===== config.mk =====
export PLATFORM = sky130hd
export DESIGN_NAME = ffha_datapath
export DESIGN_NICKNAME = d
export VERILOG_FILES = /design/src/hw/rtl/ffha_pkg.sv /design/src/hw/rtl/ffha_datapath.sv
export SDC_FILE = /design/constraint.sdc
export NUM_CORES = 2
export LEC_CHECK = 0
export BUFFER_PORTS_ARGS = -buffer_cell sky130_fd_sc_hd__buf_2
export CAP_MARGIN = 30
export CORE_ASPECT_RATIO = 1.75
export CORE_MARGIN = 1.5
export CORE_UTILIZATION = 30
export DETAILED_ROUTE_END_ITERATION = 16
export HOLD_SLACK_MARGIN = 0.08
export SETUP_SLACK_MARGIN = 0.15
export SKIP_CTS_REPAIR_TIMING = 1
export SYNTH_ARGS = -nofsm -noshare
export SYNTH_HDL_FRONTEND = slang
export SYNTH_MEMORY_MAX_BITS = 65536
export SYNTH_SLANG_ARGS = --single-unit

===== constraint.sdc =====
create_clock -name clock -period 8.5 [get_ports clock]
set_input_delay 0 -clock clock [delete_from_list [all_inputs] [get_ports clock]]
set_output_delay 0 -clock clock [all_outputs]
set_load 0.01 [all_outputs]

===== src/hw/rtl/ffha_pkg.sv =====
package ffha_pkg;
   localparam int MaxSegmentsDefault = 64;
   localparam int AlignBytesDefault = 16;
   localparam int HeaderBytesDefault = 32;

   typedef enum logic [2:0] {
      ST_OK = 3'd0,
      ST_NOMEM = 3'd1,
      ST_ZERO = 3'd2,
      ST_UNKNOWN = 3'd3,
      ST_DOUBLE = 3'd4,
      ST_UNINIT = 3'd5
   } status_type;

   typedef enum logic [2:0] {
      CMD_NONE,
      CMD_BUILD,
      CMD_LOAD,
      CMD_READ,
      CMD_WRITE
   } cmd_op_type;

   // controller to datapath
   typedef struct packed {
      cmd_op_type op;
      logic [1:0] wsel;
   } cmd_type;
endpackage


===== src/hw/rtl/ffha_datapath.sv =====
module ffha_datapath
   import ffha_pkg::*;
#(
   parameter int MAX_SEGMENTS = MaxSegmentsDefault
) (
   input  logic        clock,
   input  logic        we,
   input  logic [$clog2(MAX_SEGMENTS)-1:0] waddr,
   input  logic [31:0] woff,
   input  logic [31:0] wsize,
   input  logic        wused,
   input  logic [$clog2(MAX_SEGMENTS)-1:0] raddr,
   output logic [31:0] roff,
   output logic [31:0] rsize,
   output logic        rused
);
   // segment table memory, one write and one registered read per cycle
   logic [64:0] mem [MAX_SEGMENTS];
   logic [64:0] rd_ff;

   always_ff @(posedge clock) begin
      if (we) begin
         mem[waddr] <= {wused, wsize, woff};
      end
      rd_ff <= mem[raddr];
   end

   assign roff = rd_ff[31:0];
   assign rsize = rd_ff[63:32];
   assign rused = rd_ff[64];
endmodule


* Yosys cells after proc, flatten, opt, wreduce, memory -nomap -nowiden
Memory sizes are Yosys's and may differ from the RTL's. A register that Yosys moved wholly into a read port is not among the register bits. Cells that the tools add are included.
Storage, ports and cells: bits in registers 0, RAM bits 4160, input bits 79, output and inout port bits 65, word-level logic and storage cells 3, memories kept 1
Memory list:
- mem | words 64, bits a word 65, read ports 1, clocked after memory_dff 1, write ports 1, RTL line ffha_datapath.sv:18 | logic [64:0] mem [MAX_SEGMENTS];
Cells by class: multiplexer cells 2
Operators by type and width (number):
- $mux 1 | 2

* Depth between registers and ports, before layout
depth in word-level cells 2, mapped depth 9, gate-level depth less buffers 4

* Worst setup path after synthesis
Ideal clock, no wire load.
kind input -> register, start input waddr[3], end memory mem[48][0] (enable), setup time 0.568 ns, arrival 4.939 ns, data required time 7.932 ns, slack 2.994 ns, stages on the path 4, path buffers 1, cell sequence clkbuf_1 > nor2b_1 > nand4b_1 > nor3_1
RTL lines:
- start, declared | RTL line ffha_datapath.sv:8 | input logic [$clog2(MAX_SEGMENTS)-1:0] waddr,
- end, declared | RTL line ffha_datapath.sv:18
Straight into the memory's write port.

* Final worst setup path
start input waddr[4], end memory mem[55][4] (enable)
Straight into the memory's write port.

==> results.ini <==
[outcome]
status = finished, final reports clean

[grt]
grtUsageMet2_pct = 32.5
overflow = 0
first_global_vias = 78400
antenna_found_initial = 49
track_usage_pct = 17.9
grt.met3_usage_pct = 2.59
use_met1_pct = 20.6
busiest_layer = met2
grt_pass1_wl_um = 663000
grt_max_degree = 129

[setup_path]
worst-endpoint-arrival_ps = 4010
ff2ff_setup_slack_ps = 6320
reg2regPathDepth = 4
cp-start-kind = primary input
cp_top_family = buffers and inverters
crit_chain = dlygate4sd3_1 -> buf_2 -> nor2b_1 -> nand4_1 -> dlygate4sd3_1 -> nor2_4 -> buf_4 -> buf_4
cp-end-kind = register
cp_slowest_stage_delay_ps = 810
required_ps = 9000
criticalPathCategory = in -> reg
critPathBufInv = 5
cp_max_fo = 35
cp_slowest_cell = dlygate4sd3_1
r2r-start = mem[11][62]
rr_endpoint = rd_ff[62]

[drt]
drt-vias-per-instance = 5.37
dr.pass1.iters = 5
wirelength_um = 489000
via_count = 77200
drt-wirelength-per-cell_um = 34.1
drcViolationCount = 0
drtIter0Drc = 9952
ant_nets = 0

[floorplanning]
io_pins = 144
dieArea_mm2 = 0.532
start_util_pct = 30.1
die_h_um = 964
rows = 352
core_mm2 = 0.525
die_w_um = 552

[sta]
clock_skew_ps = 63.6
tightest_slew_ps = 1220
slew_viol_final = 0
fin_crit_sh_pct = 41.3
post-route-min-period_ps = 3510
max_freq_mhz = 285
hold_viol_final = 0
timing.slew.headroom_pct = 18.4
finalSetupViolCount = 0
tns_ps = 0
rsz0062_at_grt = false

[clock_network]
cts_inserted_buffers = 335
clock_path_buffers = 4
clk_pin_slew_ps = 70
insertion_delay_ps = 940
clock-sinks = 4225
cts_tree = built
root_buffer = clkbuf_16
cts.htree.levels = 5

[placed_design]
dp.final_hpwl_um = 283000
routabilityCongestion = 0.815
port_buffers = 143
place_inst = 13600

[cells_and_area]
final_common_cell = edfxtp_1
final_core_util_pct = 34.6
final_cells = 14400
nNetsFinal = 7203
area_growth_pct = 14.9
layout_common_cells = edfxtp_1, mux4_2, clkbuf_16
drive_gt1_share_pct = 27.9

[job]
maxCapViolations = 0

[yosys]
yosysSeqAreaShare_pct = 79.7
ys_types = 27
synth.net_count = 6685
syn_area_mm2 = 0.158
syn_inst = 6606
syn_avg_cell_area_um2 = 24.0
yosysWarnings = 0
ys_ff_latch = 4225

[power_and_ir_drop]
leakage_nw = 55.2
power_density_mw_per_mm2 = 225
vdd_ir_drop_max_mv = 0.145

[min_path]
hp-start = woff[6]
hold_class = in -> reg
hold_depth = 2
min_to = mem[14][6]

layout make-up:
class | instances | area, µm²
Timing Repair Buffer | 558 | 5590
Sequential cell | 4225 | 126000
Tap cell | 6903 | 8640
Multi-Input combinational cell | 2004 | 30800
Clock inverter | 167 | 1510
Antenna cell | 75 | 188
Fill cell | 47900 | 343000
Clock buffer | 432 | 9030
worst reg2reg max path, cell delays in order (launching register included):
cell and delay (ps):
edfxtp_1 360, mux4_2 480, a22oi_1 310, nand3_1 620
o211a_1 330
cells by family (layout without fill, tap and decap cells):
| group | after synthesis | count (layout) | share of synthesized area [%] |
|---|---|---|---|
| DFF | 4225 | 4225 | 79.7 |
| muxes | 1143 | 1143 | 15.4 |
| AOI/OAI and AO/OA | 566 | 566 | 2.72 |
| buffers and inverters | 377 | 1157 | 1.20 |
| and+or+nand+nor | 295 | 295 | 0.911 |
| other | 0 | 75 | 0 |
flip-flops by register name, indices dropped and copies added, names as in the netlist:
| name | flops |
|---|---|
| rd_ff | 65 |
| mem | 4160 |
worst max-delay path by stage:
stage              from          to  slack, ps  depth (start not counted)
2_1_floorplan  waddr[3]  mem[48][0]       2990                          4
3_3_place_gp         we  mem[30][3]       4600                          5
3_5_place_dp   raddr[2]   rd_ff[21]       4660                          8
4_1_cts        raddr[2]   rd_ff[27]       5640                          8
5_1_grt        waddr[4]  mem[55][4]       4920                          8
6_report       waddr[4]  mem[55][4]       4990                          8
synth_stat cells:
library cell  count  area (µm²)
nand2b_1          9        56.3
o221ai_1         46         403
o22ai_1         130         813
buf_1            18        67.6
clkbuf_1        120         450
or2_2             2        12.5
nand3_1         115         576
nand2_1           8        30.0
and2_1            3        18.8
mux2i_1         103        1030
a211oi_1         65         488
or3b_2            4        35.0
edfxtp_1       4160      125000
a22oi_1         260        1950
nor3_1            2        10.0
dfxtp_1          65        1300
nand4_1           2        12.5
o211a_1          65         651
nor2b_1           9        56.3
buf_6            16         180
nand3b_1         25         188
or3_1             3        18.8
nor2_1          112         420
buf_4            37         278
buf_2           186         931
mux4_2         1040       23400
nand4b_1          1        8.76
routing by layer:
| layer | part of all wire [%] | vias up |
|---|---|---|
| met3 | 7.2 | 901 |
| met5 | 0.024 | - |
| met4 | 5.3 | 18 |
| met1 | 35 | 42600 |
| met2 | 53 | 3957 |
| li1 | - | 29700 |
power breakdown:
| part | leakage (nW) | internal, mW | switching [mW] |
|---|---|---|---|
| clock | 5.14 | 8.23 | 7.36 |
| sequential | 38.0 | 23.0 | 0.142 |
| combinational | 12.1 | 0.791 | 1.39 |
metrics by stage:
stage | hold slack, ps | total power, mW | area, µm² | worst slack (ps)
2_1_floorplan | 98.9 | 24.6 | 158000 | 2990
3_3_place_gp | 436 | 25.7 | 168000 | 4600
3_5_place_dp | 334 | 25.8 | 170000 | 4660
4_1_cts | -663 | 41.1 | 180000 | 5640
5_1_grt | 84.3 | 41.9 | 182000 | 4920
6_report | 60.9 | 41.0 | 182000 | 4990
No activity file was read; power rests on OpenSTA's default activity.
