--- src/hw/rtl/ffha_pkg.sv ---
package ffha_pkg;
   localparam int MaxSegmentsDefault = 64;
   localparam int AlignBytesDefault = 16;
   localparam int HeaderBytesDefault = 32;

   typedef enum logic [2:0] {
      ST_OK = 3'd0,
      ST_NOMEM = 3'd1,
      ST_ZERO = 3'd2,
      ST_UNKNOWN = 3'd3,
      ST_DOUBLE = 3'd4,
      ST_UNINIT = 3'd5
   } status_type;

   typedef enum logic [2:0] {
      CMD_NONE,
      CMD_BUILD,
      CMD_LOAD,
      CMD_READ,
      CMD_WRITE
   } cmd_op_type;

   // controller to datapath
   typedef struct packed {
      cmd_op_type op;
      logic [1:0] wsel;
   } cmd_type;
endpackage

--- src/hw/rtl/ffha_controller.sv ---
module ffha_controller
   import ffha_pkg::*;
#(
   parameter int MAX_SEGMENTS = MaxSegmentsDefault,
   parameter int ALIGN_BYTES = AlignBytesDefault,
   parameter int HEADER_BYTES = HeaderBytesDefault
) (
   input  logic        clock,
   input  logic        reset,
   input  logic        cfg_we,
   input  logic [63:0] heap_base,
   input  logic [31:0] heap_length,
   input  logic        start,
   input  logic        op_free,
   input  logic [31:0] size,
   input  logic [63:0] addr,
   output logic        busy,
   output logic        done,
   output logic [63:0] res_addr,
   output logic [2:0]  res_status,
   output logic        we,
   output logic [$clog2(MAX_SEGMENTS)-1:0] waddr,
   output logic [31:0] woff,
   output logic [31:0] wsize,
   output logic        wused,
   output logic [$clog2(MAX_SEGMENTS)-1:0] raddr,
   input  logic [31:0] roff,
   input  logic [31:0] rsize,
   input  logic        rused
);
   localparam int AW = $clog2(MAX_SEGMENTS);
   localparam int CW = $clog2(MAX_SEGMENTS + 1);
   localparam int AL = $clog2(ALIGN_BYTES);
   localparam int HdrSpan = ((HEADER_BYTES + ALIGN_BYTES - 1) / ALIGN_BYTES) * ALIGN_BYTES;
   localparam logic [33:0] HDR = 34'(HdrSpan);
   localparam logic [CW-1:0] MAXC = CW'(MAX_SEGMENTS);

   typedef enum logic [3:0] {
      S_IDLE, S_SRCH, S_SRCHW, S_SPLIT, S_SHUP, S_SHUPW, S_MARK,
      S_FNEXT, S_FNEXTW, S_FPREV, S_FPREVW, S_SHDN, S_SHDNW, S_DONE
   } state_type;

   state_type state_ff;
   logic [CW-1:0] count_ff;
   logic [CW-1:0] i_ff, j_ff;
   logic [33:0] need_ff;
   logic [31:0] off_ff, sz_ff;
   logic [63:0] res_ff;
   logic [2:0] st_ff;
   logic merge_prev_ff;
   logic [63:0] start_addr;
   logic [AL-1:0] low;
   logic [32:0] wasted;
   logic [63:0] cand;
   logic [33:0] need_calc;

   // aligned heap start and lost padding
   assign low = heap_base[AL-1:0];
   assign start_addr = (low == '0) ? heap_base :
                       heap_base + 64'(ALIGN_BYTES) - 64'(low);
   assign wasted = (low == '0) ? 33'd0 : 33'(ALIGN_BYTES) - 33'(low);
   assign cand = start_addr + 64'(roff) + 64'(HdrSpan);
   assign need_calc = ({2'b0, size} + 34'(ALIGN_BYTES - 1)) & ~34'(ALIGN_BYTES - 1);

   assign busy = (state_ff != S_IDLE);
   assign done = (state_ff == S_DONE);
   assign res_addr = res_ff;
   assign res_status = st_ff;

   // memory command decode
   always_comb begin
      we = 1'b0;
      waddr = i_ff[AW-1:0];
      woff = roff;
      wsize = rsize;
      wused = rused;
      raddr = i_ff[AW-1:0];
      case (state_ff)
         S_IDLE: begin
            raddr = '0;
            if (cfg_we) begin
               we = 1'b1;
               waddr = '0;
               woff = '0;
               wsize = 32'(33'(heap_length) - wasted - 33'(HdrSpan));
               wused = 1'b0;
            end
         end
         S_SRCH: raddr = i_ff[AW-1:0];
         S_SHUP: raddr = AW'(j_ff - 1'b1);
         S_SHUPW: begin
            we = 1'b1;
            waddr = j_ff[AW-1:0];
            raddr = AW'(j_ff - 2'd2);
         end
         S_SPLIT: begin
            we = 1'b1;
            waddr = AW'(i_ff + 1'b1);
            woff = 32'(34'(off_ff) + HDR + need_ff);
            wsize = 32'(34'(sz_ff) - HDR - need_ff);
            wused = 1'b0;
         end
         S_MARK: begin
            we = 1'b1;
            waddr = i_ff[AW-1:0];
            woff = off_ff;
            wsize = sz_ff;
            wused = 1'b1;
         end
         S_FNEXT: raddr = AW'(i_ff + 1'b1);
         S_FPREV: raddr = AW'(i_ff - 1'b1);
         S_SHDN: raddr = AW'(j_ff + 1'b1);
         S_SHDNW: begin
            we = 1'b1;
            waddr = j_ff[AW-1:0];
         end
         default: ;
      endcase
      // a free rewrites entry i as unused, merged with a free entry i+1; a free entry i-1 then absorbs it
      if (state_ff == S_FNEXTW && (i_ff + 1'b1 < count_ff) && !rused) begin
         we = 1'b1;
         waddr = i_ff[AW-1:0];
         woff = off_ff;
         wsize = 32'(34'(sz_ff) + HDR + 34'(rsize));
         wused = 1'b0;
      end else if (state_ff == S_FNEXTW) begin
         we = 1'b1;
         waddr = i_ff[AW-1:0];
         woff = off_ff;
         wsize = sz_ff;
         wused = 1'b0;
      end
      if (state_ff == S_FPREVW && i_ff != '0 && !rused) begin
         we = 1'b1;
         waddr = AW'(i_ff - 1'b1);
         woff = roff;
         wsize = 32'(34'(rsize) + HDR + 34'(sz_ff));
         wused = 1'b0;
      end
   end

   // sequencer
   always_ff @(posedge clock) begin
      if (reset) begin
         state_ff <= S_IDLE;
         count_ff <= '0;
      end else begin
         case (state_ff)
            S_IDLE: begin
               if (cfg_we) begin
                  count_ff <= (33'(heap_length) <= wasted + 33'(HdrSpan)) ? '0 : CW'(1);
               end else if (start) begin
                  res_ff <= '0;
                  i_ff <= '0;
                  need_ff <= need_calc;
                  merge_prev_ff <= 1'b0;
                  if (count_ff == '0) begin
                     st_ff <= ST_UNINIT;
                     state_ff <= S_DONE;
                  end else if (!op_free && size == '0) begin
                     st_ff <= ST_ZERO;
                     state_ff <= S_DONE;
                  end else if (op_free && addr == '0) begin
                     st_ff <= ST_ZERO;
                     state_ff <= S_DONE;
                  end else begin
                     st_ff <= op_free ? ST_UNKNOWN : ST_NOMEM;
                     state_ff <= S_SRCH;
                  end
               end
            end
            S_SRCH: state_ff <= S_SRCHW;
            S_SRCHW: begin
               off_ff <= roff;
               sz_ff <= rsize;
               if (op_free) begin
                  if (cand == addr) begin
                     if (!rused) begin
                        st_ff <= ST_DOUBLE;
                        state_ff <= S_DONE;
                     end else begin
                        st_ff <= ST_OK;
                        state_ff <= S_FNEXT;
                     end
                  end else if (i_ff + 1'b1 >= count_ff) begin
                     state_ff <= S_DONE;
                  end else begin
                     i_ff <= i_ff + 1'b1;
                     state_ff <= S_SRCH;
                  end
               end else if (!rused && 34'(rsize) >= need_ff) begin
                  st_ff <= ST_OK;
                  res_ff <= cand;
                  if (34'(rsize) >= need_ff + HDR + 34'(ALIGN_BYTES) && count_ff < MAXC) begin
                     j_ff <= count_ff;
                     state_ff <= S_SHUP;
                  end else begin
                     state_ff <= S_MARK;
                  end
               end else if (i_ff + 1'b1 >= count_ff) begin
                  state_ff <= S_DONE;
               end else begin
                  i_ff <= i_ff + 1'b1;
                  state_ff <= S_SRCH;
               end
            end
            S_SHUP: begin
               if (j_ff > i_ff + 1'b1) state_ff <= S_SHUPW;
               else state_ff <= S_SPLIT;
            end
            S_SHUPW: begin
               j_ff <= j_ff - 1'b1;
               if (j_ff - 1'b1 > i_ff + 1'b1) state_ff <= S_SHUPW;
               else state_ff <= S_SPLIT;
            end
            S_SPLIT: begin
               count_ff <= count_ff + 1'b1;
               sz_ff <= 32'(need_ff);
               state_ff <= S_MARK;
            end
            S_MARK: state_ff <= S_DONE;
            S_FNEXT: state_ff <= S_FNEXTW;
            S_FNEXTW: begin
               if ((i_ff + 1'b1 < count_ff) && !rused) begin
                  sz_ff <= 32'(34'(sz_ff) + HDR + 34'(rsize));
                  j_ff <= i_ff + 1'b1;
                  state_ff <= S_SHDN;
               end else begin
                  state_ff <= S_FPREV;
               end
            end
            S_FPREV: state_ff <= S_FPREVW;
            S_FPREVW: begin
               if (i_ff != '0 && !rused) begin
                  j_ff <= i_ff;
                  merge_prev_ff <= 1'b1;
                  state_ff <= S_SHDN;
               end else begin
                  state_ff <= S_DONE;
               end
            end
            S_SHDN: begin
               if (j_ff + 1'b1 < count_ff) state_ff <= S_SHDNW;
               else begin
                  count_ff <= count_ff - 1'b1;
                  // after the next-merge go check the previous neighbor
                  state_ff <= merge_prev_ff ? S_DONE : S_FPREV;
               end
            end
            S_SHDNW: begin
               j_ff <= j_ff + 1'b1;
               state_ff <= S_SHDN;
            end
            S_DONE: state_ff <= S_IDLE;
            default: state_ff <= S_IDLE;
         endcase
      end
   end
endmodule
--- config.mk ---
export PLATFORM = sky130hd
export DESIGN_NAME = ffha_controller
export DESIGN_NICKNAME = d
export VERILOG_FILES = /design/src/hw/rtl/ffha_pkg.sv /design/src/hw/rtl/ffha_controller.sv
export SDC_FILE = /design/constraint.sdc
export NUM_CORES = 1
export LEC_CHECK = 0
export BUFFER_PORTS_ARGS = -buffer_cell sky130_fd_sc_hd__buf_2
export CAP_MARGIN = 0
export CORE_MARGIN = 5
export CORE_UTILIZATION = 37
export CTS_BUF_LIST = sky130_fd_sc_hd__clkbuf_16
export DETAILED_ROUTE_END_ITERATION = 12
export PLACE_DENSITY = 0.54
export SLEW_MARGIN = 20
export SYNTH_ARGS = -nofsm -noshare
export SYNTH_HDL_FRONTEND = slang
export SYNTH_SLANG_ARGS = --single-unit
--- constraint.sdc ---
create_clock -name clock -period 24.8 [get_ports clock]
set_input_delay 4.96 -clock clock [delete_from_list [all_inputs] [get_ports clock]]
set_output_delay 4.96 -clock clock [all_outputs]
set_load 0.01 [all_outputs]
Word level (Yosys, flattened, before mapping)
Cells that the tools add are included.
- bits in read-only memories: 0
- bits in writable memories: 0
- logic and storage cells: 195
- latch bits: 0
- output and inout port bits: 147
- register bits after elaboration: 186
- input bits: 262
- memories: 0
- bitwise operators: 2
- reductions and logical operators: 36
- magnitude comparators: 9
- shift-type cells: 0
- eq/ne operators: 27
- multipliers: 0
- mux-type cells: 85
- divide/modulo/power cells: 0
- add/subtract/negate cells: 26
- operators by type and width (operator ; count):
    $mux W64 ; 5
    $mux W32 ; 9
    $pmux W32 S3 ; 3
    $pmux W64 S2 ; 1
    $add A32 B32 Y32 ; 3
    $add A32 B6 Y32 const B ; 3
    $mux W7 ; 13
    $add A64 B32 Y64 ; 1
    $add A64 B5 Y64 const B ; 1
    $add A64 B6 Y64 const B ; 1
    $eq A64 B64 Y1 ; 1
    $logic_not A64 Y1 ; 1
    $sub A32 B32 Y32 ; 2
    $sub A32 B6 Y32 const B ; 2
    $sub A64 B4 Y64 ; 1
    $pmux W4 S13 ; 1
    $mux W4 ; 10
    $mux W3 ; 12
    $pmux W6 S6 ; 1
    $pmux W7 S5 ; 1
    $add A33 B6 Y34 const B ; 1
    $add A34 B5 Y34 const B ; 1
    $ge A32 B34 Y1 ; 1
    $add A32 B4 Y33 const B ; 1
    48 further kinds ; 109

Depth between registers and ports, before layout
- depth after elaboration: 9
- depth in mapped cells: 34
- gate-level depth less buffers: 33

Worst setup path before layout
No wires, ideal clock.
- kind: in2out
- start: input port heap_base[0]
- end: output port wsize[31]
- data required time: 19.840 ns
- data arrival time: 10.202 ns
- path buffers: 6
- cell stages on the path: 30
- setup slack: 9.638 ns
- cell sequence: inv_1 > ha_1 > nor3b_1 > clkbuf_1 > clkbuf_1 > buf_1 > clkbuf_1 > buf_1 > nor2_1 > ha_1 > inv_1 > ha_1 > fa_1 > a21oi_1 > nor2_1 > nor2_1 > o21bai_1 > or3_1 > or2_2 > or3_1 > clkbuf_1 > or3_1 > nand2b_1 > xnor2_1 > a222oi_1 > nor2_1 > a21oi_1 > o21ai_0 > nor3_1 > o211ai_1
- cells in the longest elaborated chain, start to end: 9
- elaborated cells between the ends (all ways): 10
- classes of those cells: add/sub: 3; mux: 6; reduce/logical: 1
- RTL lines (what ; RTL line ; text):
    start: declaration ; ffha_controller.sv:11 ; input logic [63:0] heap_base,
    $sub A5 B4 Y6 or $logic_not A4 Y1 (tied branches) ; ffha_controller.sv:61 ; assign wasted = (low == '0) ? 33'd0 : 33'(ALIGN_BYTES) - 33'(low);
    $mux W33 (*) ; ffha_controller.sv:61 ;
    $sub A32 B32 Y32 (*) ; ffha_controller.sv:85 ; wsize = 32'(33'(heap_length) - wasted - 33'(HdrSpan));
    $sub A32 B6 Y32 (*) ; ffha_controller.sv:85 ;
    $mux W32 (*) ; ffha_controller.sv:81 ; if (cfg_we) begin
    $pmux W32 S3 (*) ; ffha_controller.sv:78 ; case (state_ff)
    $mux W32 (*) ; ffha_controller.sv:126 ; end else if (state_ff == S_FNEXTW) begin
    $mux W32 (*) ; ffha_controller.sv:120 ; if (state_ff == S_FNEXTW && (i_ff + 1'b1 < count_ff) && !rused) begin
    $mux W32 (*) ; ffha_controller.sv:133 ; if (state_ff == S_FPREVW && i_ff != '0 && !rused) begin
    end: declaration ; ffha_controller.sv:24 ; output logic [31:0] wsize,
Mark *: on every way between the ends. The rest lies on a longest branch, timed or not.

Worst setup path in the final report
Same ends and word-level chain as after synthesis.

==> results.yml <==
route:
  detail_route.first_pass.iterations: 7
  wl_final_um: 119000
  drcViolationCount: 0
  routed-via-count: 29900
  route.detailed.wl_per_inst_um: 23.6
  route.antenna.remaining_nets: 0
  drtIter0Drc: 2610
  viasPerCell: 5.90
setup_path:
  critPathArrivalTime_ns: 10.18
  cp_data_required_time_ns: 19.84
  critPathBufInv: 3
  cp_slowest_stage_delay_ns: 0.47
  reg2reg_depth: 15
  worstSetupEndpointType: "output port"
  critPathLaunchType: "input pin"
  end_of_the_worst_register_to_register_path: "j_ff[3]"
  worst-setup-path-type: "input pin to output port"
  crit_fanout: 6
  timing.critical_path.max_delay_family: "simple AND/OR/NAND/NOR gates"
  regToRegStartpoint: "need_ff[4]"
  worstPathCellList: "buf_2 -> inv_1 -> ha_1 -> a21oi_1 -> o31ai_1 -> ha_1 -> ha_1 -> a21oi_1 -> nor2_1 -> nor2_1 -> o21bai_1 -> or3_1 -> or2_2 -> or3_1 -> or3_1 -> nand2b_1 -> xnor2_1 -> a222oi_1 -> nor2_1 -> a21oi_1 -> o21ai_0 -> nor3_1 -> o211ai_1 -> buf_2"
  critical_path.slowest_cell: "sky130_fd_sc_hd__o31ai_1"
  ff2ff_setup_slack_ns: 19.25
clock_network:
  clk_latency_ns: 0.52
  cts_hold_repair.buffers: 0
  root_buffer_cell: "sky130_fd_sc_hd__clkbuf_16"
  numCtsBuffers: 17
  post_cts_resize_count: 0
  cts_tree: "yes"
  setup_fix_buffers_added_after_clock_tree_synthesis: 0
  cts_buffer_depth: 2
  h-tree-depth: 4
  clkSlewWorstSetupHoldPaths_ns: 0.08
  clock_sinks: 186
cells_and_area:
  final_cells: 5063
  nets: 4667
  num-fill-cells: 8210
  layout-area-overhead-vs-synth_pct: 12.9
  multi_input_comb_area_mm2: 0.0220
  drive_above_1_share_pct: 14.0
  layout.cell_area.non_filler_mm2: 0.0328
  seqCellArea_mm2: 0.00548
  final_util_pct: 42.2
timing:
  final.period_utilization_pct: 61.1
  finalClockSkew_ns: 0.0152
  rsz0062_at_grt: "false"
  hold_ws_ns: 0.526
  max_clock_freq_mhz: 66.0
  final.min_clock_period_ns: 15.14
  timing_max_transition_violations_final: 0
  worst_slew_pin_slew_ns: 1.09
  worst_slew_margin_rel_pct: 27.4
  setup_total_negative_slack_ns: 0
  setup_slack_ns: 9.66
  setup_failing_eps_final: 0
  timing.final.hold_violations: 0
synth:
  seq_area_frac_synth_pct: 18.9
  synth_simple_gate_area_share_pct: 20.7
  synth_top_area_cell: "sky130_fd_sc_hd__edfxtp_1"
  count_of_synthesis_stage_warnings_from_yosys: 0
  synth_area_in_compound_gates_pct: 24.3
  netlist_area_mm2: 0.0290
  postSynthCellCount: 3683
  postSynth.asyncResetShare_pct: 0
  synth.area.mux_share_pct: 1.23
  ys.flop_type: "sky130_fd_sc_hd__edfxtp_1"
  xor_xnor_share_of_the_synthesized_area_pct: 11.2
  yosys.area_share.adder_pct: 17.9
  synthTopCellsByArea: "sky130_fd_sc_hd__edfxtp_1 (18%), sky130_fd_sc_hd__ha_1 (17%), sky130_fd_sc_hd__xnor2_1 (5.9%), sky130_fd_sc_hd__a21oi_1 (4.8%), sky130_fd_sc_hd__nor2_1 (4.2%)"
  avgSynthCellArea_um2: 7.88
  main_combinational_cell_family_by_area_after_synthesis: "compound AO/OA/AOI/OAI gates"
  yosys.area.top_type_share_pct: 18.1
  synth-edff-count: 175
  synth-seq-cells: 186
  yosysUniqueCellTypes: 110
hold_path:
  worst_hold_path.endpoint: "count_ff[2]"
  min_path_cells: 2
  hold_path.startpoint: "count_ff[2]"
  holdCritPathClass: "register to register"
place:
  hpwl_um: 97700
  dpl_cell_area_mm2: 0.0321
  gpl.final_weighted_congestion: 0.958
  placed_cells_incl_taps: 5015
  placement.io_buffers: 408
  pre_cts_ws_ns: 9.80
floorplanning:
  die_y_um: 290
  die-area_mm2: 0.0842
  io-pin-count: 409
  number_of_cell_rows: 102
  start_util_pct: 37.4
  coreArea_mm2: 0.0776
  chipWidth_um: 290
power:
  highest_ir_drop_seen_on_vdd_mv: 0.0413
  power.density_cell_area_mw_per_mm2: 83.1
  cellLeakagePower_nw: 14.4
  total_power_mw: 2.72
run:
  max-cap-violations: 0
global_route:
  antenna_violations_before_repair: 21
  via_count_of_the_first_global_routing_pass: 28700
  grt_max_degree: 67
  grt_pass1_wl_um: 177000
  gr-usage-all-layers_pct: 27.0
  grt_overflow_total: 0
run_status:
  outcome: "completed"
[power by group]
| group | internal, mW | switching, mW |
|---|---|---|
| sequential | 0.432 | 0.0666 |
| clock | 0.144 | 0.159 |
| combinational | 0.714 | 1.21 |
| total | 1.29 | 1.43 |
[sequential cells by signal, indices dropped and copies added, names as in the netlist]
signal,cells
state_ff,4
count_ff,7
i_ff,7
j_ff,7
need_ff,29
res_addr,64
off_ff,32
merge_prev_ff,1
res_status,3
sz_ff,32
[cell type report]
type / instances / area share (%)
Antenna cell: 16 / 0.122
Clock buffer: 17 / 1.30
Clock inverter: 15 / 0.534
Inverter: 300 / 3.44
Multi-Input combinational cell: 3052 / 67.0
Sequential cell: 186 / 16.7
Tap cell: 1040 / 3.97
Timing Repair Buffer: 437 / 6.93
[cells by family after synthesis]
kind of cell | Yosys count
AOI/OAI and AO/OA | 1069
xor gates and xnor gates | 336
adders and majority gates | 411
buffers and inverters | 446
DFF | 186
muxes | 35
other | 1
and+or+nand+nor | 1199
[cells in the final DEF, fill, tap and decap left out, types with 64 or more instances in the layout]
cell	count
sky130_fd_sc_hd__inv_1	299
sky130_fd_sc_hd__xnor2_1	195
sky130_fd_sc_hd__buf_2	408
sky130_fd_sc_hd__nor2_1	322
sky130_fd_sc_hd__edfxtp_1	175
sky130_fd_sc_hd__nand2_1	281
sky130_fd_sc_hd__xor2_1	119
sky130_fd_sc_hd__ha_1	405
sky130_fd_sc_hd__nand4_1	67
sky130_fd_sc_hd__o21ai_0	232
sky130_fd_sc_hd__nand3_1	72
sky130_fd_sc_hd__nor4_1	64
sky130_fd_sc_hd__nor3_1	80
sky130_fd_sc_hd__a21o_1	71
sky130_fd_sc_hd__a21oi_1	281
[routing by layer]
metal | track usage (%) | share of wire (%) | wire length [um]
met1 | 35.2 | 42 | 50100
met4 | 9.29 | 3.3 | 4000
met3 | 5.52 | 8.5 | 10200
met2 | 44.6 | 46 | 55000
met5 | 0 | 0.034 | 40
[synth_stat cells (11+ instances only)]
master                     count
sky130_fd_sc_hd__or2_2        22
sky130_fd_sc_hd__nand2_1     283
sky130_fd_sc_hd__nor3_1       83
sky130_fd_sc_hd__nand4_1      67
sky130_fd_sc_hd__and3_1       38
sky130_fd_sc_hd__xnor3_1      15
sky130_fd_sc_hd__a221o_1      28
sky130_fd_sc_hd__nor3b_1      11
sky130_fd_sc_hd__a221oi_1     28
sky130_fd_sc_hd__buf_2        11
sky130_fd_sc_hd__a222oi_1     18
sky130_fd_sc_hd__o21a_1       30
sky130_fd_sc_hd__clkbuf_1    122
sky130_fd_sc_hd__o21ai_1      18
sky130_fd_sc_hd__o22ai_1      17
sky130_fd_sc_hd__o21ai_0     234
sky130_fd_sc_hd__and2_1       28
sky130_fd_sc_hd__ha_1        405
sky130_fd_sc_hd__dfxtp_1      11
sky130_fd_sc_hd__xor2_1      119
sky130_fd_sc_hd__or3_1        39
sky130_fd_sc_hd__buf_1        12
sky130_fd_sc_hd__edfxtp_1    175
sky130_fd_sc_hd__or4_1        12
sky130_fd_sc_hd__mux2i_1      30
sky130_fd_sc_hd__nand2b_1     43
sky130_fd_sc_hd__a211oi_1     25
sky130_fd_sc_hd__o211ai_1     36
sky130_fd_sc_hd__inv_1       299
sky130_fd_sc_hd__a21oi_1     281
sky130_fd_sc_hd__o221ai_1     16
sky130_fd_sc_hd__o21bai_1     39
sky130_fd_sc_hd__xnor2_1     195
sky130_fd_sc_hd__a21o_1       71
sky130_fd_sc_hd__a21boi_0     13
sky130_fd_sc_hd__o31ai_1      14
sky130_fd_sc_hd__and4_1       14
sky130_fd_sc_hd__a31oi_1      35
sky130_fd_sc_hd__a22oi_1      45
sky130_fd_sc_hd__nor4_1       65
sky130_fd_sc_hd__nor2b_1      43
sky130_fd_sc_hd__nand3_1      72
sky130_fd_sc_hd__nor2_1      328
[tightest hold or removal path, stage by stage, from the launching register on]
cell and delay (ns):
sky130_fd_sc_hd__dfxtp_1 0.36, sky130_fd_sc_hd__nand2_1 0.07, sky130_fd_sc_hd__a21oi_1 0.05
[worst max-delay path by stage]
stage / startpoint / to / slack [ns] / cells after the start
after floorplan: heap_base[0] / wsize[31] / 9.64 / 30
after global placement: heap_base[0] / wsize[31] / 9.85 / 26
after detailed placement: heap_base[0] / wsize[31] / 9.80 / 24
after CTS: heap_base[0] / wsize[31] / 9.77 / 24
after global routing: heap_base[0] / wsize[31] / 9.34 / 24
final: heap_base[0] / wsize[31] / 9.66 / 24
No activity file was read; power rests on OpenSTA's default activity.
